===== config.mk =====
export PLATFORM = sky130hd
export DESIGN_NAME = integer_conversion_formatter
export DESIGN_NICKNAME = d
export VERILOG_FILES = /design/src/hdl/icf_pkg.sv /design/src/hdl/icf_front.sv /design/src/hdl/icf_queue.sv /design/src/hdl/icf_back.sv /design/src/hdl/integer_conversion_formatter.sv
export SDC_FILE = /design/constraint.sdc
export NUM_CORES = 1
export LEC_CHECK = 0
export ABC_AREA = 1
export BUFFER_PORTS_ARGS = -buffer_cell sky130_fd_sc_hd__buf_2
export CAP_MARGIN = 20
export CORE_ASPECT_RATIO = 2
export CORE_UTILIZATION = 25
export DETAILED_ROUTE_END_ITERATION = 7
export MAX_ROUTING_LAYER = met4
export PLACE_DENSITY = 0.36
export SLEW_MARGIN = 5
export SYNTH_ARGS = -nofsm -noshare
export SYNTH_HDL_FRONTEND = slang
export SYNTH_SLANG_ARGS = --single-unit

===== constraint.sdc =====
create_clock -name clk -period 14.6 [get_ports clk]
set_input_delay 2.19 -clock clk [delete_from_list [all_inputs] [get_ports clk]]
set_output_delay 2.19 -clock clk [all_outputs]
set_load 0.05 [all_outputs]

===== src/hdl/icf_pkg.sv =====
// shared types, codes and helpers for the integer conversion formatter
// used by icf_front, icf_queue, icf_back and the top level
package icf_pkg;

  localparam int VALUE_W     = 64;
  localparam int WIDTH_W     = 7;
  localparam int PREC_W      = 6;
  localparam int DIGIT_W     = 4;
  localparam int NUM_DIGITS  = 22;
  localparam int BCD_DIGITS  = 20;
  localparam int ND_W        = 5;
  localparam int QUEUE_DEPTH = 2;

  localparam int MAX_WIDTH_DEFAULT     = 64;
  localparam int MAX_PRECISION_DEFAULT = 60;
  localparam logic [WIDTH_W-1:0] PTR_DIGITS = 7'd16;

  localparam logic [2:0] MODE_SDEC = 3'd0;
  localparam logic [2:0] MODE_UDEC = 3'd1;
  localparam logic [2:0] MODE_OCT  = 3'd2;
  localparam logic [2:0] MODE_LHEX = 3'd3;
  localparam logic [2:0] MODE_UHEX = 3'd4;
  localparam logic [2:0] MODE_PTR  = 3'd5;

  localparam logic [2:0] LEN_CHAR  = 3'd0;
  localparam logic [2:0] LEN_SHORT = 3'd1;
  localparam logic [2:0] LEN_INT   = 3'd2;
  localparam logic [2:0] LEN_LONG  = 3'd3;
  localparam logic [2:0] LEN_LLONG = 3'd4;

  localparam logic [1:0] BASE_DEC = 2'd0;
  localparam logic [1:0] BASE_OCT = 2'd1;
  localparam logic [1:0] BASE_HEX = 2'd2;

  localparam logic [7:0] CH_SPACE = 8'h20;
  localparam logic [7:0] CH_PLUS  = 8'h2B;
  localparam logic [7:0] CH_MINUS = 8'h2D;
  localparam logic [7:0] CH_ZERO  = 8'h30;
  localparam logic [7:0] CH_UPX   = 8'h58;
  localparam logic [7:0] CH_LOWX  = 8'h78;
  localparam logic [7:0] CH_UPA   = 8'h41;
  localparam logic [7:0] CH_LOWA  = 8'h61;

  typedef struct packed {
    logic [VALUE_W-1:0] mag;
    logic [1:0]         base;
    logic               lower;
    logic               has_sign;
    logic [7:0]         sign_char;
    logic [1:0]         prefix;
    logic               zero;
    logic               left;
    logic [WIDTH_W-1:0] width;
    logic [PREC_W-1:0]  prec;
  } icf_item_t;

  function automatic logic [7:0] digit_char(input logic [DIGIT_W-1:0] d, input logic lower);
    logic [7:0] c;
    if (d < 4'd10) begin
      c = CH_ZERO + {4'b0, d};
    end else if (lower) begin
      c = CH_LOWA + {4'b0, d - 4'd10};
    end else begin
      c = CH_UPA + {4'b0, d - 4'd10};
    end
    return c;
  endfunction

endpackage


===== src/hdl/icf_front.sv =====
// front part: classifies one conversion request into a queue word
// depends on icf_pkg
module icf_front #(
  parameter int MAX_WIDTH     = icf_pkg::MAX_WIDTH_DEFAULT,
  parameter int MAX_PRECISION = icf_pkg::MAX_PRECISION_DEFAULT
) (
  input  logic [63:0]      value,
  input  logic [2:0]       mode,
  input  logic [2:0]       length,
  input  logic             alt_form,
  input  logic             zero_pad,
  input  logic             left_justify,
  input  logic             space_sign,
  input  logic             plus_sign,
  input  logic [6:0]       field_width,
  input  logic             width_given,
  input  logic [5:0]       precision,
  output logic             known,
  output icf_pkg::icf_item_t item
);

  logic [63:0] mask;
  logic [63:0] masked;
  logic        sbit;
  logic        neg;
  logic        hex;

  always_comb begin
    mask = '1;
    sbit = value[63];
    if (mode != icf_pkg::MODE_PTR) begin
      case (length)
        icf_pkg::LEN_CHAR: begin
          mask = 64'h0000_0000_0000_00FF;
          sbit = value[7];
        end
        icf_pkg::LEN_SHORT: begin
          mask = 64'h0000_0000_0000_FFFF;
          sbit = value[15];
        end
        icf_pkg::LEN_LONG, icf_pkg::LEN_LLONG: begin
          mask = '1;
          sbit = value[63];
        end
        default: begin
          mask = 64'h0000_0000_FFFF_FFFF;
          sbit = value[31];
        end
      endcase
    end
    masked = value & mask;
    neg    = (mode == icf_pkg::MODE_SDEC) && sbit;
    hex    = (mode == icf_pkg::MODE_LHEX) || (mode == icf_pkg::MODE_UHEX) ||
             (mode == icf_pkg::MODE_PTR);
    known  = (mode <= icf_pkg::MODE_PTR);

    item.mag = neg ? ((~masked + 64'd1) & mask) : masked;
    if (hex) begin
      item.base = icf_pkg::BASE_HEX;
    end else if (mode == icf_pkg::MODE_OCT) begin
      item.base = icf_pkg::BASE_OCT;
    end else begin
      item.base = icf_pkg::BASE_DEC;
    end
    item.lower     = (mode == icf_pkg::MODE_LHEX);
    item.has_sign  = (mode == icf_pkg::MODE_SDEC) && (neg || plus_sign || space_sign);
    item.sign_char = neg ? icf_pkg::CH_MINUS : (plus_sign ? icf_pkg::CH_PLUS : icf_pkg::CH_SPACE);
    item.prefix    = alt_form ? (hex ? 2'd2 : 2'd1) : 2'd0;
    item.width     = (field_width > 7'(MAX_WIDTH)) ? 7'(MAX_WIDTH) : field_width;
    item.prec      = (precision > 6'(MAX_PRECISION)) ? 6'(MAX_PRECISION) : precision;
    item.zero      = zero_pad;
    if ((mode == icf_pkg::MODE_PTR) && !width_given) begin
      item.width = icf_pkg::PTR_DIGITS;
      item.zero  = 1'b1;
    end
    if (left_justify) begin
      item.zero = 1'b0;
    end
    item.left = left_justify;
  end

endmodule


===== src/hdl/icf_queue.sv =====
// short queue of classified words between front and back
// depends on icf_pkg
module icf_queue (
  input  logic               clk,
  input  logic               rst,
  input  logic               push,
  input  icf_pkg::icf_item_t push_item,
  input  logic               pop,
  output icf_pkg::icf_item_t head,
  output logic               empty,
  output logic               full
);

  localparam int PTR_W = (icf_pkg::QUEUE_DEPTH > 1) ? $clog2(icf_pkg::QUEUE_DEPTH) : 1;
  localparam int CNT_W = $clog2(icf_pkg::QUEUE_DEPTH + 1);

  icf_pkg::icf_item_t entries [icf_pkg::QUEUE_DEPTH];
  logic [PTR_W-1:0] wr_ptr;
  logic [PTR_W-1:0] rd_ptr;
  logic [CNT_W-1:0] count;

  assign empty = (count == '0);
  assign full  = (count == CNT_W'(icf_pkg::QUEUE_DEPTH));
  assign head  = entries[rd_ptr];

  always_ff @(posedge clk) begin
    if (push) begin
      entries[wr_ptr] <= push_item;
    end
  end

  always_ff @(posedge clk) begin
    if (rst) begin
      wr_ptr <= '0;
      rd_ptr <= '0;
      count  <= '0;
    end else begin
      if (push) begin
        wr_ptr <= (wr_ptr == PTR_W'(icf_pkg::QUEUE_DEPTH - 1)) ? '0 : wr_ptr + 1'b1;
      end
      if (pop) begin
        rd_ptr <= (rd_ptr == PTR_W'(icf_pkg::QUEUE_DEPTH - 1)) ? '0 : rd_ptr + 1'b1;
      end
      if (push && !pop) begin
        count <= count + 1'b1;
      end else if (pop && !push) begin
        count <= count - 1'b1;
      end
    end
  end

endmodule


===== src/hdl/icf_back.sv =====
// back part: digit extraction, digit count and character sequencing
// depends on icf_pkg
module icf_back (
  input  logic               clk,
  input  logic               rst,
  input  logic               q_empty,
  input  icf_pkg::icf_item_t q_head,
  output logic               q_pop,
  output logic               valid,
  output logic [7:0]         out_char,
  output logic               last
);

  localparam logic [2:0] ST_IDLE  = 3'd0;
  localparam logic [2:0] ST_CONV  = 3'd1;
  localparam logic [2:0] ST_NORM  = 3'd2;
  localparam logic [2:0] ST_SETUP = 3'd3;
  localparam logic [2:0] ST_EMIT  = 3'd4;

  localparam int DIG_BITS = icf_pkg::NUM_DIGITS * icf_pkg::DIGIT_W;
  localparam int BCD_BITS = icf_pkg::BCD_DIGITS * icf_pkg::DIGIT_W;

  logic [2:0]                 state;
  icf_pkg::icf_item_t         item;
  logic [63:0]                shreg;
  logic [BCD_BITS-1:0]        bcd;
  logic [BCD_BITS-1:0]        bcd_adj;
  logic [DIG_BITS-1:0]        digits;
  logic [DIG_BITS-1:0]        load_digits;
  logic [65:0]                mag_ext;
  logic [5:0]                 iter;
  logic [icf_pkg::ND_W-1:0]   nd;
  logic [icf_pkg::ND_W-1:0]   nd_cnt;
  logic [6:0]                 lsp_cnt;
  logic [6:0]                 zp_cnt;
  logic [5:0]                 pz_cnt;
  logic [6:0]                 tsp_cnt;
  logic                       sign_pend;
  logic                       pre0_pend;
  logic                       prex_pend;
  logic [6:0]                 remain;
  logic [5:0]                 body;
  logic [6:0]                 used;
  logic [6:0]                 pad;
  logic [7:0]                 emit_char;

  assign q_pop = (state == ST_IDLE) && !q_empty;

  // add-3 correction for shift-and-add binary to bcd
  always_comb begin
    for (int i = 0; i < icf_pkg::BCD_DIGITS; i++) begin
      bcd_adj[i*4 +: 4] = (bcd[i*4 +: 4] >= 4'd5) ? bcd[i*4 +: 4] + 4'd3 : bcd[i*4 +: 4];
    end
  end

  always_comb begin
    mag_ext = {2'b00, q_head.mag};
    load_digits = '0;
    if (q_head.base == icf_pkg::BASE_OCT) begin
      for (int i = 0; i < icf_pkg::NUM_DIGITS; i++) begin
        load_digits[i*4 +: 4] = {1'b0, mag_ext[i*3 +: 3]};
      end
    end else begin
      load_digits = {{(DIG_BITS-64){1'b0}}, q_head.mag};
    end
  end

  always_comb begin
    body = (6'(nd) > item.prec) ? 6'(nd) : item.prec;
    used = 7'(body) + 7'(item.prefix) + 7'(item.has_sign);
    pad  = (item.width > used) ? item.width - used : 7'd0;
  end

  always_comb begin
    if (lsp_cnt != '0) begin
      emit_char = icf_pkg::CH_SPACE;
    end else if (sign_pend) begin
      emit_char = item.sign_char;
    end else if (pre0_pend) begin
      emit_char = icf_pkg::CH_ZERO;
    end else if (prex_pend) begin
      emit_char = item.lower ? icf_pkg::CH_LOWX : icf_pkg::CH_UPX;
    end else if ((zp_cnt != '0) || (pz_cnt != '0)) begin
      emit_char = icf_pkg::CH_ZERO;
    end else if (nd_cnt != '0) begin
      emit_char = icf_pkg::digit_char(digits[DIG_BITS-1 -: 4], item.lower);
    end else begin
      emit_char = icf_pkg::CH_SPACE;
    end
  end

  always_ff @(posedge clk) begin
    if (rst) begin
      state <= ST_IDLE;
      valid <= 1'b0;
    end else begin
      valid <= 1'b0;
      case (state)
        ST_IDLE: begin
          if (!q_empty) begin
            item   <= q_head;
            shreg  <= q_head.mag;
            bcd    <= '0;
            iter   <= '0;
            nd     <= icf_pkg::ND_W'(icf_pkg::NUM_DIGITS);
            digits <= load_digits;
            state  <= (q_head.base == icf_pkg::BASE_DEC) ? ST_CONV : ST_NORM;
          end
        end
        ST_CONV: begin
          bcd   <= {bcd_adj[BCD_BITS-2:0], shreg[63]};
          shreg <= {shreg[62:0], 1'b0};
          iter  <= iter + 1'b1;
          if (iter == 6'd63) begin
            digits <= {{(DIG_BITS-BCD_BITS){1'b0}}, bcd_adj[BCD_BITS-2:0], shreg[63]};
            state  <= ST_NORM;
          end
        end
        ST_NORM: begin
          // drop leading zero digits, keep at least one
          if ((nd != icf_pkg::ND_W'(1)) && (digits[DIG_BITS-1 -: 4] == 4'd0)) begin
            digits <= {digits[DIG_BITS-5:0], 4'd0};
            nd     <= nd - 1'b1;
          end else begin
            state <= ST_SETUP;
          end
        end
        ST_SETUP: begin
          lsp_cnt   <= (!item.zero && !item.left) ? pad : 7'd0;
          zp_cnt    <= item.zero ? pad : 7'd0;
          tsp_cnt   <= item.left ? pad : 7'd0;
          pz_cnt    <= (item.prec > 6'(nd)) ? item.prec - 6'(nd) : 6'd0;
          nd_cnt    <= nd;
          sign_pend <= item.has_sign;
          pre0_pend <= (item.prefix != 2'd0);
          prex_pend <= (item.prefix == 2'd2);
          remain    <= used + pad;
          state     <= ST_EMIT;
        end
        ST_EMIT: begin
          valid    <= 1'b1;
          out_char <= emit_char;
          last     <= (remain == 7'd1);
          remain   <= remain - 1'b1;
          if (lsp_cnt != '0) begin
            lsp_cnt <= lsp_cnt - 1'b1;
          end else if (sign_pend) begin
            sign_pend <= 1'b0;
          end else if (pre0_pend) begin
            pre0_pend <= 1'b0;
          end else if (prex_pend) begin
            prex_pend <= 1'b0;
          end else if (zp_cnt != '0) begin
            zp_cnt <= zp_cnt - 1'b1;
          end else if (pz_cnt != '0) begin
            pz_cnt <= pz_cnt - 1'b1;
          end else if (nd_cnt != '0) begin
            nd_cnt <= nd_cnt - 1'b1;
            digits <= {digits[DIG_BITS-5:0], 4'd0};
          end else if (tsp_cnt != '0) begin
            tsp_cnt <= tsp_cnt - 1'b1;
          end
          if (remain == 7'd1) begin
            state <= ST_IDLE;
          end
        end
        default: begin
          state <= ST_IDLE;
        end
      endcase
    end
  end

  a_last_has_valid: assert property (@(posedge clk) disable iff (rst)
    last && valid |=> !valid)
    else $error("word strobed right after a final character");

  a_word_train: assert property (@(posedge clk) disable iff (rst)
    valid && !last |=> valid)
    else $error("gap inside a character train");

  a_digit_count: assert property (@(posedge clk) disable iff (rst)
    state == ST_NORM |-> nd != '0)
    else $error("digit count fell to zero");

  a_pop_idle: assert property (@(posedge clk) disable iff (rst)
    q_pop |=> !valid && (state != ST_IDLE))
    else $error("pop did not start a conversion");

  a_emit_done: assert property (@(posedge clk) disable iff (rst)
    state == ST_EMIT && remain == 7'd1 |-> lsp_cnt == '0 && zp_cnt == '0 && pz_cnt == '0)
    else $error("final character with padding still pending");

endmodule


===== src/hdl/integer_conversion_formatter.sv =====
// top level of the integer conversion formatter: front, queue and back
// depends on icf_pkg, icf_front, icf_queue, icf_back
//
// A conversion is taken when start is high and busy is low; busy rises only when the
// two-word queue is full. Characters leave one per cycle on out_char with valid high,
// last marks the final one, and the receiver cannot stall them. A decimal item is
// loaded, passes through the shift-and-add binary to bcd loop, trims leading zero digits
// (keeping at least one), goes through a setup state and then gives its characters
// (up to 64); octal and hex skip the bcd loop. An unknown mode is taken and gives nothing.
module integer_conversion_formatter #(
  parameter int MAX_WIDTH     = icf_pkg::MAX_WIDTH_DEFAULT,
  parameter int MAX_PRECISION = icf_pkg::MAX_PRECISION_DEFAULT
) (
  input  logic        clk,
  input  logic        rst,
  input  logic        start,
  output logic        busy,
  input  logic [63:0] value,
  input  logic [2:0]  mode,
  input  logic [2:0]  length,
  input  logic        alt_form,
  input  logic        zero_pad,
  input  logic        left_justify,
  input  logic        space_sign,
  input  logic        plus_sign,
  input  logic [6:0]  field_width,
  input  logic        width_given,
  input  logic [5:0]  precision,
  output logic        valid,
  output logic [7:0]  out_char,
  output logic        last
);

  icf_pkg::icf_item_t front_item;
  icf_pkg::icf_item_t q_head;
  logic               known;
  logic               q_empty;
  logic               q_full;
  logic               q_pop;
  logic               push;

  assign busy = q_full;
  assign push = start && !q_full && known;

  icf_front #(
    .MAX_WIDTH     (MAX_WIDTH),
    .MAX_PRECISION (MAX_PRECISION)
  ) u_front (
    .value        (value),
    .mode         (mode),
    .length       (length),
    .alt_form     (alt_form),
    .zero_pad     (zero_pad),
    .left_justify (left_justify),
    .space_sign   (space_sign),
    .plus_sign    (plus_sign),
    .field_width  (field_width),
    .width_given  (width_given),
    .precision    (precision),
    .known        (known),
    .item         (front_item)
  );

  icf_queue u_queue (
    .clk       (clk),
    .rst       (rst),
    .push      (push),
    .push_item (front_item),
    .pop       (q_pop),
    .head      (q_head),
    .empty     (q_empty),
    .full      (q_full)
  );

  icf_back u_back (
    .clk      (clk),
    .rst      (rst),
    .q_empty  (q_empty),
    .q_head   (q_head),
    .q_pop    (q_pop),
    .valid    (valid),
    .out_char (out_char),
    .last     (last)
  );

endmodule

# Word-level counts from Yosys, hierarchy flattened
# Memories as Yosys holds them, arrays and structs flattened. A register that Yosys moved wholly into a read port is not among the register bits.
# Cells that the tools add are included.
# W data, S select, Z words.
[totals]
register_bits = 322
mem_bits_rw = 186
inputBits = 92
output_inout_bits = 11
wordCells = 306
memories = 1
[memory_table]
columns = ["name", "words", "word_bits", "rd", "rd_ports_with_merged_regs", "write_ports", "line_no", "text"]
rows = [
  ["u_queue.entries", 2, 93, 1, 1, 1, "icf_queue.sv:17", "icf_pkg::icf_item_t entries [icf_pkg::QUEUE_DEPTH];"],
]
[op_classes]
addsub = 41
magnitude_cmp = 27
n_eq_ne = 33
n_mux = 118
n_bitwise = 5
n_reduce_logical = 53
[ops]
columns = ["cell", "n"]
rows = [
  ["$mux W88", 10],
  ["$pmux W88 S4", 1],
  ["$mux W64", 3],
  ["$pmux W64 S3", 1],
  ["$pmux W80 S2", 1],
  ["$and A64 B64 Y64", 2],
  ["$pmux W64 S2", 1],
  ["$mux W85", 1],
  ["$ge A4 B3 Y1 const B", 20],
  ["$mux W4", 20],
  ["$mux W80", 1],
  ["$mux W7", 11],
  ["$add A4 B2 Y4 const B", 19],
  ["$mux W6", 11],
  ["$add A64 B1 Y64 const B", 1],
  ["$mux W8", 8],
  ["$not A64 Y64", 1],
  ["$mux W5", 9],
  ["$pmux W7 S2", 3],
  ["$pmux W6 S2", 2],
  ["$sub A7 B1 Y7 const B", 3],
  ["$pmux W5 S2", 2],
  ["$mux W1", 17],
  ["$add A7 B4 Y8 const A", 2],
  ["58 further kinds", 127],
]

# Logic depth before layout (Yosys ltp)
[depth]
depth_word = 9
mapped_depth = 37
mapped_depth_nobuf = 37

# Cells and area by module
# A second synthesis with hierarchy kept.
[hier_totals]
hier_cells = 2783
hier_area_um2 = 27488.9
[modules_own_cells]
columns = ["mod", "n_inst", "cells_per_inst", "area_each_um2", "seq_area_each_um2"]
rows = [
  ["icf_back", 1, 1754, 16966.3, 9509.1],
  ["icf_queue", 1, 322, 7218.2, 5685.5],
  ["icf_front", 1, 705, 3294.4, 0.0],
  ["integer_conversion_formatter", 1, 2, 10.0, 0.0],
]

# Worst setup path before layout
# No wires, ideal clock.
[synth_timing]
path_type = "input to register"
startpoint = "in rst"
endpoint = "reg u_back.digits[0], enable pin"
arrival_ns = 10.783
required_time_ns = 13.849
path_slack_ns = 3.067
stages = 2
n_path_buf = 1
cell_sequence = "clkbuf_1 nor4_1"
[synth_via]
elab_chain_cells = 2
[synth_lines]
columns = ["item", "line_no", "text"]
rows = [
  ["start: declaration", "integer_conversion_formatter.sv:15", "input logic rst,"],
  ["$not A1 Y1 (no line)", "n/a", ""],
  ["$reduce_and A12 Y1 (no line)", "n/a", ""],
  ["end signal: assignment", "icf_back.sv:106", "digits <= load_digits;"],
  ["end signal: assignment", "icf_back.sv:115", "digits <= {{(DIG_BITS-BCD_BITS){1'b0}}, bcd_adj[BCD_BITS-2:0], shreg[63]};"],
  ["end signal: assignment", "icf_back.sv:122", "digits <= {digits[DIG_BITS-5:0], 4'd0};"],
  ["end: declaration", "icf_back.sv:28", "logic [DIG_BITS-1:0] digits;"],
]
# Every way passes these cells.
# A chain may end at the register's enable or synchronous reset.

# Worst setup path after layout
[layout_timing]
startpoint = "reg u_back.item[0] (netlist name)"
endpoint = "reg u_back.remain[6] (data pin)"
[layout_via]
elab_chain_cells = 8
[layout_lines]
columns = ["item", "line_no", "text"]
rows = [
  ["start: declaration", "icf_back.sv:24", "icf_pkg::icf_item_t item;"],
  ["start signal: assignment", "icf_back.sv:101", "item <= q_head;"],
  ["$gt A5 B6 Y1", "icf_back.sv:69", "body = (6'(nd) > item.prec) ? 6'(nd) : item.prec;"],
  ["$mux W6 (*)", "icf_back.sv:69", ""],
  ["$add A6 B2 Y7 (*)", "icf_back.sv:70", "used = 7'(body) + 7'(item.prefix) + 7'(item.has_sign);"],
  ["$add A7 B1 Y7 (*)", "icf_back.sv:70", ""],
  ["$sub A7 B7 Y7 / $gt A7 B7 Y1 (equally long branches)", "icf_back.sv:71", "pad = (item.width > used) ? item.width - used : 7'd0;"],
  ["$mux W7", "icf_back.sv:71", ""],
  ["$add A7 B7 Y7 (*)", "icf_back.sv:137", "remain <= used + pad;"],
  ["$pmux W7 S2 (*)", "icf_back.sv:98", "case (state)"],
  ["end signal: assignment", "icf_back.sv:137", ""],
  ["end signal: assignment", "icf_back.sv:144", "remain <= remain - 1'b1;"],
  ["end: declaration", "icf_back.sv:41", "logic [6:0] remain;"],
]
# Every way passes the cells marked *; elsewhere a longest branch is shown, timed or not.

==> run_results.csv <==
group,metric,value,unit
timing,setup_ws,8.99,ns
yosys,synth.ff_latch_count,493,
place,numPlacedInstances,4165,
grt,gr-usage-all-layers,16.2,%
power,power.leakage,12.0,nW
clock_tree,post_cts_resize_count,0,
worst_setup_path,arrival_time_at_the_worst_endpoint,5.99,ns
clock_tree,clock_tree.htree_level_count,2,
power,vdd_ir_drop_max,0.0000960,V
timing,rsz0062_at_grt,"false",
floorplan,rows,167,
worst_setup_path,critPathCaptureType,"register",
worst_setup_path,crit_slowest_cell,"sky130_fd_sc_hd__fa_1",
worst_setup_path,worst_r2r_startpoint,"u_back.item[0]",
power,power.share.clock,22.4,%
detailed_routing,drt_drc_violations_left,0,
worst_setup_path,r2r.worst_path.cells,36,
yosys,syn-num-nets,2957,
power,power.net_switching,2.19,mW
floorplan,die_h,460,um
place,place_congestion,0.893,
hold_path,min_path_type,"reg -> reg",
yosys,synth_edf_count,484,
timing,holdWs,0.472,ns
grt,grt_pass1_wl,126000,um
yosys,synth_area,26200,um2
place,pre_cts_ws,9.04,ns
grt,total_global_routing_overflow,0,
worst_setup_path,setup.worst_path.start,"u_back.item[0]",
finish,sequential_cell_area,14700,um2
clock_tree,post_cts.repair.setup_buffers,0,
power,power.combinational.fraction,36.3,%
power,seq_power_share,41.3,%
yosys,post_synth_inst_count,2787,
clock_tree,max-clock-path-buffers,3,
yosys,synth-main-ff-cell,"sky130_fd_sc_hd__edfxtp_1",
timing,setup_violations,0,
detailed_routing,wl_final,83500,um
timing,timing_worst_slew_pin_value,1.08,ns
finish,drive_gt1_share,9.96,%
timing,post-route-period-util,38.4,%
yosys,warnings_from_yosys,0,
finish,layout-area-overhead-vs-synth,13.5,%
clock_tree,ctsRootBufferMaster,"sky130_fd_sc_hd__clkbuf_16",
clock_tree,cts.hold.buffers_added,0,
floorplan,initial_core_util,25.3,%
clock_tree,clkSlewWorstSetupHoldPaths,0.06,ns
worst_setup_path,cp_max_fo,10,
floorplan,boundaryPins,103,
run_status,run_status,"finished, final reports clean",
power,pint,3.49,mW
grt,first_global_vias,20100,
run,maxCapViolCount,0,
timing,max_clock_freq,178,MHz
detailed_routing,wl_per_cell,19.6,um
detailed_routing,antenna_violating_nets_post_route,0,
yosys,async_flop_share,0,%
worst_setup_path,path_common_cell,"sky130_fd_sc_hd__nand2_1",
place,dp_hpwl,63800,um
grt,number_of_antenna_violations_at_the_first_check_in_global_routing,1,
timing,finalWorstPathRequiredPeriod,5.61,ns
floorplan,core_area,104000,um2
clock_tree,tritoncts,"yes",
yosys,syn_area_per_cell,9.42,um2
worst_setup_path,critical_path.reg2reg.endpoint,"u_back.remain[6]",
timing,finalMaxSlewViolations,0,
clock_tree,worst_skew_pair.late_latency,0.63,ns
detailed_routing,first_pass_iters,5,
detailed_routing,drt-vias-per-instance,4.57,
grt,pin_count_of_the_biggest_net_entering_global_routing,82,
worst_setup_path,rrSetupSlack,8.99,ns
worst_setup_path,worstSetupPathType,"reg -> reg",
detailed_routing,drt_iter0_drc,999,
yosys,synth.yosys.seq_area_share,56.1,%
worst_setup_path,critical_path.startpoint_type,"register",
finish,num-fill-cells,10900,
power,power_density,191,nW/um2
place,number_of_port_buffers,101,
power,netSwitchingFraction,38.5,%
clock_tree,clock_sinks,493,
clock_tree,tritoncts.num_buffers,50,
worst_setup_path,critPathMaxStageDelay,0.41,ns
timing,finalClockSkew,0.0358,ns
finish,final_cells,4255,
timing,slew_headroom,27.1,%
timing,finalSetupTns,0,ns
detailed_routing,via_count,19500,
floorplan,fp.dieW,231,um
finish,nNetsFinal,3035,
floorplan,floorplan.die_area,106000,um2
timing,report.final.hold_viol_count,0,
yosys,synth_cell_type_count,62,
worst_setup_path,crit_end,"u_back.remain[6]",
finish,multi_input_area,9800,um2
worst_setup_path,worst_ep_required_time,14.98,ns
area by class of cell:
cell class | instances | share of cell area, %
well taps | 1352 | 5.68
clock buffers | 59 | 4.31
clock inverters | 30 | 0.895
multi-input cells | 1843 | 32.9
inverters | 352 | 4.47
repair buffers | 125 | 2.30
flip-flops and latches | 493 | 49.4
diodes | 1 | 0.00840
cell usage in the layout (no fill, tap or decap), types with 4 or more instances in the layout:
cell type                     n
sky130_fd_sc_hd__nor4_1       5
sky130_fd_sc_hd__dfxtp_1      8
sky130_fd_sc_hd__nor3_1      60
sky130_fd_sc_hd__a21o_1       6
sky130_fd_sc_hd__clkinv_2     6
sky130_fd_sc_hd__clkinv_1    15
sky130_fd_sc_hd__nor2_2       9
sky130_fd_sc_hd__a21oi_1    152
sky130_fd_sc_hd__clkbuf_1     9
sky130_fd_sc_hd__a211oi_1     8
sky130_fd_sc_hd__a31oi_1      7
sky130_fd_sc_hd__inv_1      335
sky130_fd_sc_hd__a211o_1     16
sky130_fd_sc_hd__nand2_1    650
sky130_fd_sc_hd__xnor2_1     12
sky130_fd_sc_hd__xor2_1      36
sky130_fd_sc_hd__nand3_1     86
sky130_fd_sc_hd__buf_2      101
sky130_fd_sc_hd__o21ai_2      5
sky130_fd_sc_hd__buf_4       24
sky130_fd_sc_hd__nand3_2      5
sky130_fd_sc_hd__ha_1        73
sky130_fd_sc_hd__inv_2       13
sky130_fd_sc_hd__mux2i_1     38
sky130_fd_sc_hd__fa_1         5
sky130_fd_sc_hd__nor2_4       4
sky130_fd_sc_hd__o22ai_1      9
sky130_fd_sc_hd__o211ai_1    28
sky130_fd_sc_hd__nor2_1     228
sky130_fd_sc_hd__clkbuf_16   50
sky130_fd_sc_hd__o21ai_1     26
sky130_fd_sc_hd__nand2_2     14
sky130_fd_sc_hd__and3_1       7
sky130_fd_sc_hd__or2_2       30
sky130_fd_sc_hd__o21ai_0    228
sky130_fd_sc_hd__nand4_1     35
sky130_fd_sc_hd__edfxtp_1   484
sky130_fd_sc_hd__a221o_1     25
sky130_fd_sc_hd__nor3b_1      4
state kept, by name, summed over array words and instances (netlist names), 6 cells and up, named ones only:
signal	count
u_back.shreg	64
u_back.pz_cnt	6
u_back.digits	88
u_queue.entries	176
u_back.remain	7
u_back.iter	6
u_back.zp_cnt	7
u_back.item	22
u_back.out_char	7
u_back.lsp_cnt	7
u_back.bcd	80
power by group through the flow:
stage,Combinational [mW],Clock (mW),Sequential [mW]
final,2.06,1.27,2.35
after global routing,2.33,1.36,2.39
after CTS,2.13,1.33,2.35
after detailed placement,2.12,0,2.38
after global placement,2.11,0,2.37
after floorplan,1.43,0,2.34
metal layers:
metal  vias to the layer above  part of all wire [%]  GRT usage [%]
li1                       9655                     -              -
met1                      9332                    35           15.5
met2                       334                    58           32.2
met3                       129                   2.2           1.34
met4                         0                   4.7           7.50
met5                         -                     0              -
worst max-delay path: cells and delay by family, from the launching register on:
kind                       cells  cell delay, ns
and+or+nand+nor               21            1.89
AOI/OAI and AO/OA              2            0.28
xor gates and xnor gates       1            0.25
DFF                            1            0.36
adders and majority gates      7            2.15
buffers and inverters          5            0.41
through the flow:
step	power (mW)	utilization (%)	instance area, um2
2_1_floorplan	3.78	-	26200
3_3_place_gp	4.49	27.2	28200
3_5_place_dp	4.50	27.2	28200
4_1_cts	5.80	28.7	29800
5_1_grt	6.08	28.7	29800
6_report	5.68	28.7	29800
worst min-delay path by stage:
stage / start / endpoint / cells after the start
5_1_grt: u_queue.rd_ptr / register / 2
3_3_place_gp: u_queue.rd_ptr / register / 2
2_1_floorplan: u_queue.rd_ptr / register / 2
4_1_cts: u_queue.rd_ptr / register / 2
6_report: u_queue.rd_ptr / register / 2
3_5_place_dp: u_queue.rd_ptr / register / 2
cell usage after synthesis (4+ instances only):
master / number / area [um2]
sky130_fd_sc_hd__nor2_2: 7 / 43.8
sky130_fd_sc_hd__nand4_1: 35 / 219
sky130_fd_sc_hd__nor4_1: 6 / 37.5
sky130_fd_sc_hd__a21oi_1: 152 / 761
sky130_fd_sc_hd__nand3_2: 5 / 50.1
sky130_fd_sc_hd__edfxtp_1: 484 / 14500
sky130_fd_sc_hd__xor2_1: 36 / 315
sky130_fd_sc_hd__nor3_1: 60 / 300
sky130_fd_sc_hd__mux2i_1: 38 / 380
sky130_fd_sc_hd__nor3b_1: 4 / 30.0
sky130_fd_sc_hd__o22ai_1: 9 / 56.3
sky130_fd_sc_hd__a211o_1: 16 / 140
sky130_fd_sc_hd__o21ai_1: 26 / 130
sky130_fd_sc_hd__nor2_1: 232 / 871
sky130_fd_sc_hd__nand2_1: 652 / 2450
sky130_fd_sc_hd__nand3_1: 86 / 430
sky130_fd_sc_hd__clkbuf_1: 40 / 150
sky130_fd_sc_hd__buf_2: 32 / 160
sky130_fd_sc_hd__a221o_1: 25 / 250
sky130_fd_sc_hd__a211oi_1: 8 / 60.1
sky130_fd_sc_hd__inv_1: 337 / 1260
sky130_fd_sc_hd__o21ai_0: 228 / 1140
sky130_fd_sc_hd__fa_1: 5 / 100
sky130_fd_sc_hd__xnor2_1: 12 / 105
sky130_fd_sc_hd__o21ai_2: 5 / 43.8
sky130_fd_sc_hd__o211ai_1: 28 / 210
sky130_fd_sc_hd__a31oi_1: 7 / 43.8
sky130_fd_sc_hd__ha_1: 73 / 913
sky130_fd_sc_hd__inv_2: 12 / 45.0
sky130_fd_sc_hd__and3_1: 8 / 50.1
sky130_fd_sc_hd__dfxtp_1: 9 / 180
sky130_fd_sc_hd__buf_1: 22 / 82.6
sky130_fd_sc_hd__a21o_1: 6 / 45.0
sky130_fd_sc_hd__or2_2: 30 / 188
sky130_fd_sc_hd__nand2_2: 12 / 75.1
kinds of logic (layout without fill, tap and decap cells):
| family | Yosys count | count (layout) | synth area share (%) |
|---|---|---|---|
| AND/OR/NAND/NOR | 1150 | 1150 | 18.7 |
| AO/OA/AOI/OAI | 528 | 528 | 11.6 |
| flip-flops | 493 | 493 | 56.1 |
| buffers and inverters | 451 | 566 | 6.71 |
| adder cells (fa/ha/maj) | 78 | 78 | 3.86 |
| XOR/XNOR | 48 | 48 | 1.60 |
| multiplexers | 38 | 38 | 1.45 |
| other | 1 | 2 | 0.0143 |
(Power assumes the default switching activity.)
